<file path="src/hdl/grt_pkg.sv">
`default_nettype none

package grt_pkg;

  localparam int unsigned CAP_BYTES = 12;
  localparam logic [6:0] COUNT_MAX = 7'd127;

  // report ids
  localparam logic [7:0] RID_FULL_ZERO = 8'h00;
  localparam logic [7:0] RID_FULL      = 8'h30;
  localparam logic [7:0] RID_SIMPLE    = 8'h3f;
  localparam logic [7:0] RID_STREAM    = 8'h21;
  localparam logic [7:0] RID_STATUS    = 8'h81;

  // status bytes and host command codes
  localparam logic [7:0] STATUS_01       = 8'h01;
  localparam logic [7:0] STATUS_02       = 8'h02;
  localparam logic [7:0] CMD_CODE_ACK    = 8'h02;
  localparam logic [7:0] CMD_CODE_STREAM = 8'h04;

  // handshake phases
  localparam logic [1:0] PH_WAIT01 = 2'd0;
  localparam logic [1:0] PH_WAIT02 = 2'd1;
  localparam logic [1:0] PH_STREAM = 2'd2;

  // v * 255 / 4095 == v * 17 / 273, done as a reciprocal multiply
  localparam logic [16:0] SCALE_MUL = 17'd122911;

  localparam logic [2:0] BURST_LAST = 3'd4;

  typedef enum logic [1:0] {
    KIND_PAD  = 2'd0,
    KIND_CMD  = 2'd1,
    KIND_DESC = 2'd2
  } grt_kind_e;

  typedef enum logic [1:0] {
    OP_PAD   = 2'd0,
    OP_CMD   = 2'd1,
    OP_BURST = 2'd2
  } grt_op_e;

  typedef struct packed {
    grt_op_e     op;
    logic [17:0] buttons;
    logic [7:0]  left_x;
    logic [7:0]  left_y;
    logic [7:0]  right_x;
    logic [7:0]  right_y;
    logic [7:0]  l2_level;
    logic [7:0]  r2_level;
    logic [7:0]  code;
    logic [3:0]  seq;
  } grt_entry_t;

  function automatic logic [7:0] scale12(input logic [11:0] v);
    logic [16:0] x;
    logic [33:0] p;
    x = {1'b0, v, 4'b0000} + {5'b00000, v};
    p = 34'(x) * 34'(SCALE_MUL);
    return p[32:25];
  endfunction

  // face, shoulder and system buttons
  function automatic logic [13:0] common_bits(input logic [7:0] r, input logic [7:0] s,
                                               input logic [7:0] l);
    return {s[5], s[4], s[0], s[1], s[2], s[3], r[7], r[6], l[7], l[6],
            r[1], r[0], r[3], r[2]};
  endfunction

  // returns {left, right, down, up}
  function automatic logic [3:0] hat_bits(input logic [7:0] hat);
    logic [3:0] b;
    case (hat)
      8'd0: b = 4'b0001;
      8'd1: b = 4'b0101;
      8'd2: b = 4'b0100;
      8'd3: b = 4'b0110;
      8'd4: b = 4'b0010;
      8'd5: b = 4'b1010;
      8'd6: b = 4'b1000;
      8'd7: b = 4'b1001;
      default: b = 4'b0000;
    endcase
    return b;
  endfunction

  function automatic logic [7:0] desc_code(input logic [1:0] idx);
    logic [7:0] c;
    case (idx)
      2'd0: c = 8'h40;
      2'd1: c = 8'h48;
      2'd2: c = 8'h30;
      2'd3: c = 8'h03;
      default: c = 8'h00;
    endcase
    return c;
  endfunction

  function automatic logic [7:0] desc_arg(input logic [1:0] idx);
    return (idx == 2'd3) ? 8'h30 : 8'h01;
  endfunction

endpackage

`default_nettype wire

</file>
<file path="src/hdl/grt_front.sv">
`default_nettype none

module grt_front (
  input  wire logic               clk_i,
  input  wire logic               rst_ni,
  input  wire logic               in_valid_i,
  output logic                    in_ready_o,
  input  wire logic [7:0]         rx_byte_i,
  input  wire logic               end_of_packet_i,
  input  wire logic               queue_ready_i,
  output logic                    push_o,
  output grt_pkg::grt_entry_t     entry_o
);
  import grt_pkg::*;

  logic             accept;
  logic [7:0]       cap_q [CAP_BYTES];
  logic [7:0]       bv [CAP_BYTES];
  logic [6:0]       count_q, count_d;
  logic [1:0]       phase_q, phase_d;
  logic [3:0]       seq_q, seq_d;
  logic [7:0]       stick_q [4];
  logic [7:0]       sv [4];
  logic [11:0]      sc_in;
  logic [7:0]       sc_out;
  logic             sc_hit;
  logic [1:0]       sc_sel;
  logic [7:0]       rid;
  logic [7:0]       sub;
  logic             long_full;
  logic             long_simple;
  grt_entry_t       full_e;
  grt_entry_t       simple_e;
  grt_entry_t       entry;
  logic             push;

  assign in_ready_o = queue_ready_i;
  assign accept     = in_valid_i & queue_ready_i;

  // packet bytes as seen with the incoming byte in place
  always_comb begin
    for (int i = 0; i < CAP_BYTES; i++) begin
      bv[i] = (count_q == 7'(i)) ? rx_byte_i : cap_q[i];
    end
  end

  // one shared scaler, used as each stick's last byte arrives
  always_comb begin
    sc_hit = 1'b1;
    sc_sel = 2'd0;
    sc_in  = {rx_byte_i[3:0], cap_q[6]};
    case (count_q)
      7'd7: begin
        sc_sel = 2'd0;
        sc_in  = {rx_byte_i[3:0], cap_q[6]};
      end
      7'd8: begin
        sc_sel = 2'd1;
        sc_in  = {rx_byte_i, cap_q[7][7:4]};
      end
      7'd10: begin
        sc_sel = 2'd2;
        sc_in  = {rx_byte_i[3:0], cap_q[9]};
      end
      7'd11: begin
        sc_sel = 2'd3;
        sc_in  = {rx_byte_i, cap_q[10][7:4]};
      end
      default: begin
        sc_hit = 1'b0;
      end
    endcase
  end

  assign sc_out = scale12(sc_in);

  always_comb begin
    for (int j = 0; j < 4; j++) begin
      sv[j] = (sc_hit && (sc_sel == 2'(j))) ? sc_out : stick_q[j];
    end
  end

  always_comb begin
    full_e          = '0;
    full_e.op       = OP_PAD;
    full_e.buttons  = {bv[5][3], bv[5][2], bv[5][0], bv[5][1],
                       common_bits(bv[3], bv[4], bv[5])};
    full_e.left_x   = sv[0];
    full_e.left_y   = sv[1];
    full_e.right_x  = sv[2];
    full_e.right_y  = sv[3];
    full_e.l2_level = bv[5][7] ? 8'hff : 8'h00;
    full_e.r2_level = bv[3][7] ? 8'hff : 8'h00;

    simple_e          = '0;
    simple_e.op       = OP_PAD;
    simple_e.buttons  = {hat_bits(bv[3]), common_bits(bv[1], bv[2], bv[8])};
    simple_e.left_x   = bv[4];
    simple_e.left_y   = bv[5];
    simple_e.right_x  = bv[6];
    simple_e.right_y  = bv[7];
    simple_e.l2_level = bv[8][7] ? 8'hff : 8'h00;
    simple_e.r2_level = bv[1][7] ? 8'hff : 8'h00;
  end

  assign rid         = bv[0];
  assign long_full   = count_q >= 7'd11;
  assign long_simple = count_q >= 7'd8;
  assign sub         = (count_q != 7'd0) ? bv[1] : 8'h00;

  // classify the packet on its last byte
  always_comb begin
    push    = 1'b0;
    entry   = '0;
    phase_d = phase_q;
    seq_d   = seq_q;
    if (accept && end_of_packet_i) begin
      case (rid)
        RID_FULL_ZERO, RID_FULL: begin
          if (long_full && !((rid == RID_FULL_ZERO) && (bv[1] == 8'h00))) begin
            phase_d = PH_STREAM;
            push    = 1'b1;
            entry   = full_e;
          end
        end
        RID_SIMPLE: begin
          if (long_simple) begin
            push  = 1'b1;
            entry = simple_e;
          end
        end
        RID_STREAM: begin
          if (long_full && (phase_q == PH_STREAM)) begin
            push  = 1'b1;
            entry = full_e;
          end
        end
        RID_STATUS: begin
          if (phase_q == PH_STREAM) begin
            phase_d = PH_WAIT01;
          end else if ((sub == STATUS_01) && (phase_q == PH_WAIT01)) begin
            push       = 1'b1;
            entry.op   = OP_CMD;
            entry.code = CMD_CODE_ACK;
            phase_d    = PH_WAIT02;
          end else if (sub == STATUS_02) begin
            push      = 1'b1;
            entry.op  = OP_BURST;
            entry.seq = seq_q;
            seq_d     = seq_q + 4'd4;
            phase_d   = PH_STREAM;
          end
        end
        default: begin
        end
      endcase
    end
  end

  always_comb begin
    count_d = count_q;
    if (accept) begin
      if (end_of_packet_i) begin
        count_d = 7'd0;
      end else if (count_q != COUNT_MAX) begin
        count_d = count_q + 7'd1;
      end
    end
  end

  always_ff @(posedge clk_i or negedge rst_ni) begin
    if (!rst_ni) begin
      count_q <= 7'd0;
      phase_q <= PH_WAIT01;
      seq_q   <= 4'd0;
    end else begin
      count_q <= count_d;
      phase_q <= phase_d;
      seq_q   <= seq_d;
    end
  end

  always_ff @(posedge clk_i) begin
    if (accept && (count_q < 7'(CAP_BYTES))) begin
      cap_q[count_q[3:0]] <= rx_byte_i;
    end
    if (accept && sc_hit) begin
      stick_q[sc_sel] <= sc_out;
    end
  end

  assign push_o  = push;
  assign entry_o = entry;

endmodule

`default_nettype wire

</file>
<file path="src/hdl/grt_queue.sv">
`default_nettype none

module grt_queue #(
  parameter int unsigned DEPTH = 4
) (
  input  wire logic               clk_i,
  input  wire logic               rst_ni,
  input  wire logic               push_i,
  input  grt_pkg::grt_entry_t     entry_i,
  output logic                    ready_o,
  output logic                    valid_o,
  output grt_pkg::grt_entry_t     entry_o,
  input  wire logic               pop_i
);
  import grt_pkg::*;

  localparam int unsigned PTR_W = $clog2(DEPTH);
  localparam int unsigned CNT_W = $clog2(DEPTH + 1);

  grt_entry_t       mem_q [DEPTH];
  logic [PTR_W-1:0] wr_q, rd_q;
  logic [CNT_W-1:0] cnt_q;

  assign ready_o = cnt_q != CNT_W'(DEPTH);
  assign valid_o = cnt_q != '0;
  assign entry_o = mem_q[rd_q];

  always_ff @(posedge clk_i or negedge rst_ni) begin
    if (!rst_ni) begin
      wr_q  <= '0;
      rd_q  <= '0;
      cnt_q <= '0;
    end else begin
      if (push_i) begin
        wr_q <= (wr_q == PTR_W'(DEPTH - 1)) ? '0 : wr_q + 1'b1;
      end
      if (pop_i) begin
        rd_q <= (rd_q == PTR_W'(DEPTH - 1)) ? '0 : rd_q + 1'b1;
      end
      if (push_i && !pop_i) begin
        cnt_q <= cnt_q + 1'b1;
      end else if (pop_i && !push_i) begin
        cnt_q <= cnt_q - 1'b1;
      end
    end
  end

  always_ff @(posedge clk_i) begin
    if (push_i) begin
      mem_q[wr_q] <= entry_i;
    end
  end

  a_cnt_max: assert property (@(posedge clk_i) disable iff (!rst_ni)
    cnt_q <= CNT_W'(DEPTH)) else $error("queue count beyond depth");

  a_no_overflow: assert property (@(posedge clk_i) disable iff (!rst_ni)
    push_i |-> ready_o) else $error("push into full queue");

  a_no_underflow: assert property (@(posedge clk_i) disable iff (!rst_ni)
    pop_i |-> valid_o) else $error("pop from empty queue");

endmodule

`default_nettype wire

</file>
<file path="src/hdl/grt_back.sv">
`default_nettype none

module grt_back (
  input  wire logic               clk_i,
  input  wire logic               rst_ni,
  input  wire logic               head_valid_i,
  input  grt_pkg::grt_entry_t     head_i,
  output logic                    pop_o,
  output logic                    out_valid_o,
  input  wire logic               out_ready_i,
  output logic [1:0]              result_kind_o,
  output logic [17:0]             buttons_o,
  output logic [7:0]              left_x_o,
  output logic [7:0]              left_y_o,
  output logic [7:0]              right_x_o,
  output logic [7:0]              right_y_o,
  output logic [7:0]              l2_level_o,
  output logic [7:0]              r2_level_o,
  output logic [7:0]              code_o,
  output logic [7:0]              arg_o,
  output logic [3:0]              seq_no_o,
  output logic                    last_o
);
  import grt_pkg::*;

  typedef struct packed {
    grt_kind_e   kind;
    logic [17:0] buttons;
    logic [7:0]  left_x;
    logic [7:0]  left_y;
    logic [7:0]  right_x;
    logic [7:0]  right_y;
    logic [7:0]  l2_level;
    logic [7:0]  r2_level;
    logic [7:0]  code;
    logic [7:0]  arg;
    logic [3:0]  seq;
    logic        last;
  } grt_result_t;

  logic        out_valid_q;
  grt_result_t res_q, res_d;
  logic [2:0]  idx_q, idx_d;
  logic [1:0]  d_idx;
  logic        load;
  logic        entry_last;

  assign load       = head_valid_i && (!out_valid_q || out_ready_i);
  assign entry_last = (head_i.op != OP_BURST) || (idx_q == BURST_LAST);
  assign pop_o      = load && entry_last;
  assign d_idx      = 2'(idx_q - 3'd1);

  always_comb begin
    idx_d = idx_q;
    if (load) begin
      idx_d = entry_last ? 3'd0 : idx_q + 3'd1;
    end
  end

  always_comb begin
    res_d = '0;
    case (head_i.op)
      OP_PAD: begin
        res_d.kind     = KIND_PAD;
        res_d.buttons  = head_i.buttons;
        res_d.left_x   = head_i.left_x;
        res_d.left_y   = head_i.left_y;
        res_d.right_x  = head_i.right_x;
        res_d.right_y  = head_i.right_y;
        res_d.l2_level = head_i.l2_level;
        res_d.r2_level = head_i.r2_level;
        res_d.last     = 1'b1;
      end
      OP_CMD: begin
        res_d.kind = KIND_CMD;
        res_d.code = head_i.code;
        res_d.last = 1'b1;
      end
      OP_BURST: begin
        if (idx_q == 3'd0) begin
          res_d.kind = KIND_CMD;
          res_d.code = CMD_CODE_STREAM;
        end else begin
          res_d.kind = KIND_DESC;
          res_d.code = desc_code(d_idx);
          res_d.arg  = desc_arg(d_idx);
          res_d.seq  = head_i.seq + {2'b00, d_idx};
          res_d.last = idx_q == BURST_LAST;
        end
      end
      default: begin
      end
    endcase
  end

  always_ff @(posedge clk_i or negedge rst_ni) begin
    if (!rst_ni) begin
      out_valid_q <= 1'b0;
      idx_q       <= 3'd0;
    end else begin
      idx_q <= idx_d;
      if (load) begin
        out_valid_q <= 1'b1;
      end else if (out_ready_i) begin
        out_valid_q <= 1'b0;
      end
    end
  end

  always_ff @(posedge clk_i) begin
    if (load) begin
      res_q <= res_d;
    end
  end

  assign out_valid_o   = out_valid_q;
  assign result_kind_o = res_q.kind;
  assign buttons_o     = res_q.buttons;
  assign left_x_o      = res_q.left_x;
  assign left_y_o      = res_q.left_y;
  assign right_x_o     = res_q.right_x;
  assign right_y_o     = res_q.right_y;
  assign l2_level_o    = res_q.l2_level;
  assign r2_level_o    = res_q.r2_level;
  assign code_o        = res_q.code;
  assign arg_o         = res_q.arg;
  assign seq_no_o      = res_q.seq;
  assign last_o        = res_q.last;

  a_idx_range: assert property (@(posedge clk_i) disable iff (!rst_ni)
    idx_q <= BURST_LAST) else $error("burst index out of range");

  a_idx_head: assert property (@(posedge clk_i) disable iff (!rst_ni)
    (idx_q != 3'd0) |-> (head_valid_i && (head_i.op == OP_BURST)))
    else $error("burst in progress without burst entry at head");

  a_stream_not_last: assert property (@(posedge clk_i) disable iff (!rst_ni)
    (out_valid_q && (res_q.kind == KIND_CMD) && (res_q.code == CMD_CODE_STREAM))
      |-> !res_q.last) else $error("stream command marked last");

endmodule

`default_nettype wire

</file>
<file path="src/hdl/gamepad_report_translator.sv">
// Controller report translator.
// Input channel (in_valid_i/in_ready_o): one packet byte per transfer on rx_byte_i,
// end_of_packet_i high on the last byte. A byte per cycle while in_ready_o is high.
// Output channel (out_valid_o/out_ready_i): one result per transfer, last_o high
// on the final result of a packet. A pad report gives one pad update (stream
// reports only while streaming), an awaited status 01 one host command, a status
// 02 outside streaming a host command and four subcommand descriptors; others none.
// After the transfer of its last byte, the first result of a packet is written
// into the queue, then into the output register. Results leave at one per cycle
// while out_ready_i is high; the output register reloads in the cycle it is taken.
// The classifier posts one entry per producing packet into a QUEUE_DEPTH queue;
// in_ready_o drops only while that queue is full: under a long output stall, or
// under a run of short status packets whose five-result bursts drain slower than
// their bytes arrive.
// Reset: byte count and queue empty, handshake waits for status 01, sequence
// counter at zero. Stalling the output holds the current result unchanged.
`default_nettype none

module gamepad_report_translator #(
  parameter int unsigned QUEUE_DEPTH = 4
) (
  input  wire logic        clk_i,
  input  wire logic        rst_ni,
  input  wire logic        in_valid_i,
  output logic             in_ready_o,
  input  wire logic [7:0]  rx_byte_i,
  input  wire logic        end_of_packet_i,
  output logic             out_valid_o,
  input  wire logic        out_ready_i,
  output logic [1:0]       result_kind_o,
  output logic [17:0]      buttons_o,
  output logic [7:0]       left_x_o,
  output logic [7:0]       left_y_o,
  output logic [7:0]       right_x_o,
  output logic [7:0]       right_y_o,
  output logic [7:0]       l2_level_o,
  output logic [7:0]       r2_level_o,
  output logic [7:0]       code_o,
  output logic [7:0]       arg_o,
  output logic [3:0]       seq_no_o,
  output logic             last_o
);
  import grt_pkg::*;

  logic       push;
  logic       queue_ready;
  logic       head_valid;
  logic       pop;
  grt_entry_t push_entry;
  grt_entry_t head_entry;

  grt_front u_front (
    .clk_i           (clk_i),
    .rst_ni          (rst_ni),
    .in_valid_i      (in_valid_i),
    .in_ready_o      (in_ready_o),
    .rx_byte_i       (rx_byte_i),
    .end_of_packet_i (end_of_packet_i),
    .queue_ready_i   (queue_ready),
    .push_o          (push),
    .entry_o         (push_entry)
  );

  grt_queue #(
    .DEPTH (QUEUE_DEPTH)
  ) u_queue (
    .clk_i   (clk_i),
    .rst_ni  (rst_ni),
    .push_i  (push),
    .entry_i (push_entry),
    .ready_o (queue_ready),
    .valid_o (head_valid),
    .entry_o (head_entry),
    .pop_i   (pop)
  );

  grt_back u_back (
    .clk_i         (clk_i),
    .rst_ni        (rst_ni),
    .head_valid_i  (head_valid),
    .head_i        (head_entry),
    .pop_o         (pop),
    .out_valid_o   (out_valid_o),
    .out_ready_i   (out_ready_i),
    .result_kind_o (result_kind_o),
    .buttons_o     (buttons_o),
    .left_x_o      (left_x_o),
    .left_y_o      (left_y_o),
    .right_x_o     (right_x_o),
    .right_y_o     (right_y_o),
    .l2_level_o    (l2_level_o),
    .r2_level_o    (r2_level_o),
    .code_o        (code_o),
    .arg_o         (arg_o),
    .seq_no_o      (seq_no_o),
    .last_o        (last_o)
  );

endmodule

`default_nettype wire

</file>
<file path="config.mk">
export PLATFORM = sky130hd
export DESIGN_NAME = gamepad_report_translator
export DESIGN_NICKNAME = d
export VERILOG_FILES = /design/src/hdl/grt_pkg.sv /design/src/hdl/grt_front.sv /design/src/hdl/grt_queue.sv /design/src/hdl/grt_back.sv /design/src/hdl/gamepad_report_translator.sv
export SDC_FILE = /design/constraint.sdc
export NUM_CORES = 1
export LEC_CHECK = 0
export BUFFER_PORTS_ARGS = -buffer_cell sky130_fd_sc_hd__buf_2
export CAP_MARGIN = 10
export CORE_MARGIN = 4
export CORE_UTILIZATION = 56
export CTS_CLUSTER_SIZE = 12
export DETAILED_ROUTE_END_ITERATION = 16
export GPL_TIMING_DRIVEN = 0
export PLACE_DENSITY = 0.77
export SLEW_MARGIN = 5
export SYNTH_ARGS = -nofsm -noshare
export SYNTH_HDL_FRONTEND = slang
export SYNTH_SLANG_ARGS = --single-unit
</file>
<file path="constraint.sdc">
create_clock -name clk_i -period 7.9 [get_ports clk_i]
set_clock_uncertainty 0.2 [all_clocks]
set_input_delay 0.395 -clock clk_i [delete_from_list [all_inputs] [get_ports clk_i]]
set_output_delay 0.395 -clock clk_i [all_outputs]
set_load 0.01 [all_outputs]
</file>
==> impl_metrics.csv <==
group,metric,value,unit
clock_network,cts_buffers,40,
clock_network,path_clk_slew,0.06,ns
min_path,worstHoldEndpoint,"u_front.count_q[0]",
drt,drc_errors,0,
min_path,worstHoldPathCells,4,
min_path,worstHoldStart,"end_of_packet_i",
worst_setup_path,critical_path_class,"flip-flop to flip-flop",
power_and_ir_drop,power_per_cell_area,432,nW/um^2
logic_synthesis,ys_ff_latch,411,
global_route,grt_pass1_vias,13879,
worst_setup_path,end_kind,"flip-flop",
logic_synthesis,synth_ff_type,"edfxtp_1",
drt,firstDrtPassIters,6,
logic_synthesis,synthCells,1581,
run_status,failed_checks,"negative setup slack",
sta,worst-slew-pin-transition,1.15,ns
sta,setup_ws,-0.119,ns
drt,highest_layer,"met4",
finish,design_area,25800,sq um
logic_synthesis,netlist_top_cells_area,"edfxtp_1, ha_1, fa_1, mux4_2, inv_1",
drt,via_per_inst,5.87,
sta,rsz0062_at_grt,"true",
min_path,hp-class,"input pin to flip-flop",
worst_setup_path,r2r-start,"u_front.count_q[0]",
drt,dr_total_vias,13786,
die,fp.dieH,206,um
die,io_pins,104,
logic_synthesis,synth_area,22000,sq um
worst_setup_path,critPathMostFrequentCell,"ha_4",
clock_network,clock_path_buffers,3,
run_status,status,"finished, violations left",
flow_run,drv_cap,0,
drt,antenna_left,0,
placement,dp_slack,-1.26,ns
die,core,38700,sq um
sta,maxSlewHeadroom,22.7,%
placement,dpl_cell_area,23300,sq um
logic_synthesis,seq_area_frac_synth,55.7,%
sta,period_minus_slack,8.02,ns
placement,gp_congestion,0.910,
worst_setup_path,r2r_setup_slack,-0.12,ns
finish,final_layout_size_suffix_gt1_share,25.2,%
die,dieArea,42500,sq um
die,initial_core_util,56.7,%
clock_network,clock-sinks,411,
worst_setup_path,crit_arrival,8.06,ns
global_route,grt_overflow,0,
sta,fmax,125,MHz
global_route,grt_pass1_wl,77200,um
clock_network,insertion_delay,0.54,ns
logic_synthesis,yosysMostFrequentCell,"edfxtp_1",
worst_setup_path,slowest_delay,0.56,ns
sta,slew_violations,0,
drt,wl_met1,19000,um
worst_setup_path,worstPathRequired,7.94,ns
logic_synthesis,ys_warn_count,0,
worst_setup_path,reg2reg_to,"u_queue.mem_q[0][37]",
drt,wl_met3,3240,um
drt,drtIter0Drc,1227,
finish,final_nets,2038,
logic_synthesis,synth_commonest_cells,"edfxtp_1, inv_1, ha_1",
drt,totalWireLength,50500,um
global_route,grt_max_degree,55,
placement,port_buffers,97,
finish,n_antenna_cell,0,
die,die_w,206,um
logic_synthesis,async_flop_share,5.35,%
worst_setup_path,cp_slowest_cell,"fa_1",
sta,period_share,102,%
logic_synthesis,synth_top_cell_by_area,"edfxtp_1",
worst_setup_path,start_kind,"flip-flop",
sta,finalSetupViolations,8,
drt,wl_met2,26400,um
worst_setup_path,worstRegToRegCells,32,
power_and_ir_drop,p_leak,0.0105,uW
logic_synthesis,syn_avg_cell_area,13.9,sq um
power_and_ir_drop,peakVddDrop,0.000694,V
sta,hold_viol,0,
finish,syn2layout_area_growth,17.6,%
clock_network,cts_tree,"done",
global_route,antenna_found_initial,0,
global_route,grt_usage,23.5,%
finish,n_fill_cell,2630,
logic_synthesis,synth.distinct_cells,85,
clock_network,cts-root-buf,"clkbuf_16",
logic_synthesis,yosysTopAreaCellShare,53.2,%
die,rows,72,
clock_network,htree_levels,2,
logic_synthesis,synth_edf_count,389,
placement,hpwl,34000,um
worst_setup_path,cp_max_fo,6,
sta,whs,0.0311,ns
drt,wl_per_cell,21.5,um
[where the power goes]
group          internal (uW)  switching [uW]  leakage (uW)
Sequential              2840            67.5       0.00404
Clock                    965             743      0.000548
Combinational           2700            3840       0.00592
Total                   6500            4650        0.0105
[per-layer routing]
metal / global-route usage, % / vias to the layer above
met2: 42.1 / 626
li1: - / 6215
met4: 8.53 / 0
met5: 0 / -
met3: 2.73 / 135
met1: 29.8 / 6810
[what timing repair did]
item / CTS / global route
hold buffers: 2 / 0
endpoints found under the hold margin: 23 / 0
setup endpoints to repair: 96 / 92
gates cloned: 0 / 0
gates resized for setup: 80 / 58
setup buffers: 58 / 26
pin swaps: 48 / 45
[final cells by class]
cell class | instances | area [sq um] | area share (%)
plain buffers | 72 | 409 | 1.58
clock inverters | 3 | 21.3 | 0.0824
repair buffers | 186 | 1250 | 4.83
inverters | 188 | 711 | 2.75
flip-flops and latches | 411 | 12200 | 47.4
multi-input cells | 914 | 9440 | 36.6
clock buffers | 58 | 1110 | 4.30
well taps | 518 | 648 | 2.51
[logic make-up after synthesis]
| kind of cell | after synthesis | synth area share, % |
|---|---|---|
| DFF | 411 | 55.7 |
| xor gates and xnor gates | 47 | 2.23 |
| buffers and inverters | 261 | 4.93 |
| adders and majority gates | 216 | 14.4 |
| other | 1 | 0.0171 |
| AOI/OAI and AO/OA | 199 | 6.78 |
| and+or+nand+nor | 336 | 7.78 |
| muxes | 110 | 8.14 |
[stage by stage]
| step | TNS [ns] | instances | power, uW | utilization (%) |
|---|---|---|---|---|
| after global routing | -7.35 | 2350 | 12000 | 66.7 |
| after detailed placement | -93.20 | 2204 | 8100 | 60.1 |
| after CTS | 0 | 2325 | 10500 | 65.3 |
| after global placement | -83.05 | 2201 | 7930 | 59.9 |
| final | -0.807 | 2350 | 11200 | 66.7 |
| after floorplan | 0 | 1586 | 6590 | - |
[cells in the final DEF, fill, tap and decap left out, types with 6 or more instances in the layout]
master,netlist,routed
edfxtp_1,389,389
inv_1,185,172
ha_1,149,135
buf_4,26,101
buf_2,5,101
nor2_1,98,96
nand2_1,70,66
fa_1,63,59
and2_1,63,58
mux4_2,54,54
mux2i_1,50,50
clkbuf_1,33,45
clkbuf_16,0,41
a21oi_1,42,32
o22a_1,31,31
o21ai_0,27,20
nand3_1,19,19
xnor2_1,27,18
dfrtp_1,22,18
nor3_1,19,16
a21o_1,15,15
inv_2,2,14
nand4_1,11,11
and3_1,12,11
buf_6,0,10
xor2_1,14,10
ha_4,0,10
a21oi_2,3,8
xnor2_2,2,8
buf_1,9,8
nor2b_1,8,8
o221ai_2,0,6
or4_1,7,6
conb_1,1,6
[sequential cells by signal, indices dropped and copies added, names as in the netlist, 4 cells and up]
register / cells
u_back.buttons_o: 16
u_back.code_o: 6
u_back.left_x_o: 8
u_back.left_y_o: 8
u_back.right_x_o: 8
u_back.right_y_o: 8
u_back.seq_no_o: 4
u_front.cap_q: 76
u_front.count_q: 7
u_front.stick_q: 32
u_queue.mem_q: 216
[critical path, delay by kind of cell (launching register included)]
family / cells / cell delay [ns]
simple gates: 4 / 0.86
fa+ha+maj: 10 / 3.24
flops: 1 / 0.44
compound gates: 10 / 1.95
buf+inv: 5 / 0.44
xor+xnor: 3 / 0.58
[worst max-delay path by stage]
stage	start	endpoint	slack, ns	cells after the start
detailed placement	u_front.count_q[0]	u_queue.mem_q[0][30]	-1.26	29
global placement	u_front.count_q[0]	u_queue.mem_q[0][33]	-1.36	29
CTS	u_front.count_q[0]	u_queue.mem_q[2][29]	0.0007	33
global route	u_front.count_q[0]	u_queue.mem_q[3][37]	-0.31	31
finish	u_front.count_q[0]	u_queue.mem_q[0][37]	-0.12	32
floorplan	u_front.count_q[1]	u_queue.mem_q[0][37]	0.004	31
Power figures use the tool's default switching activity.
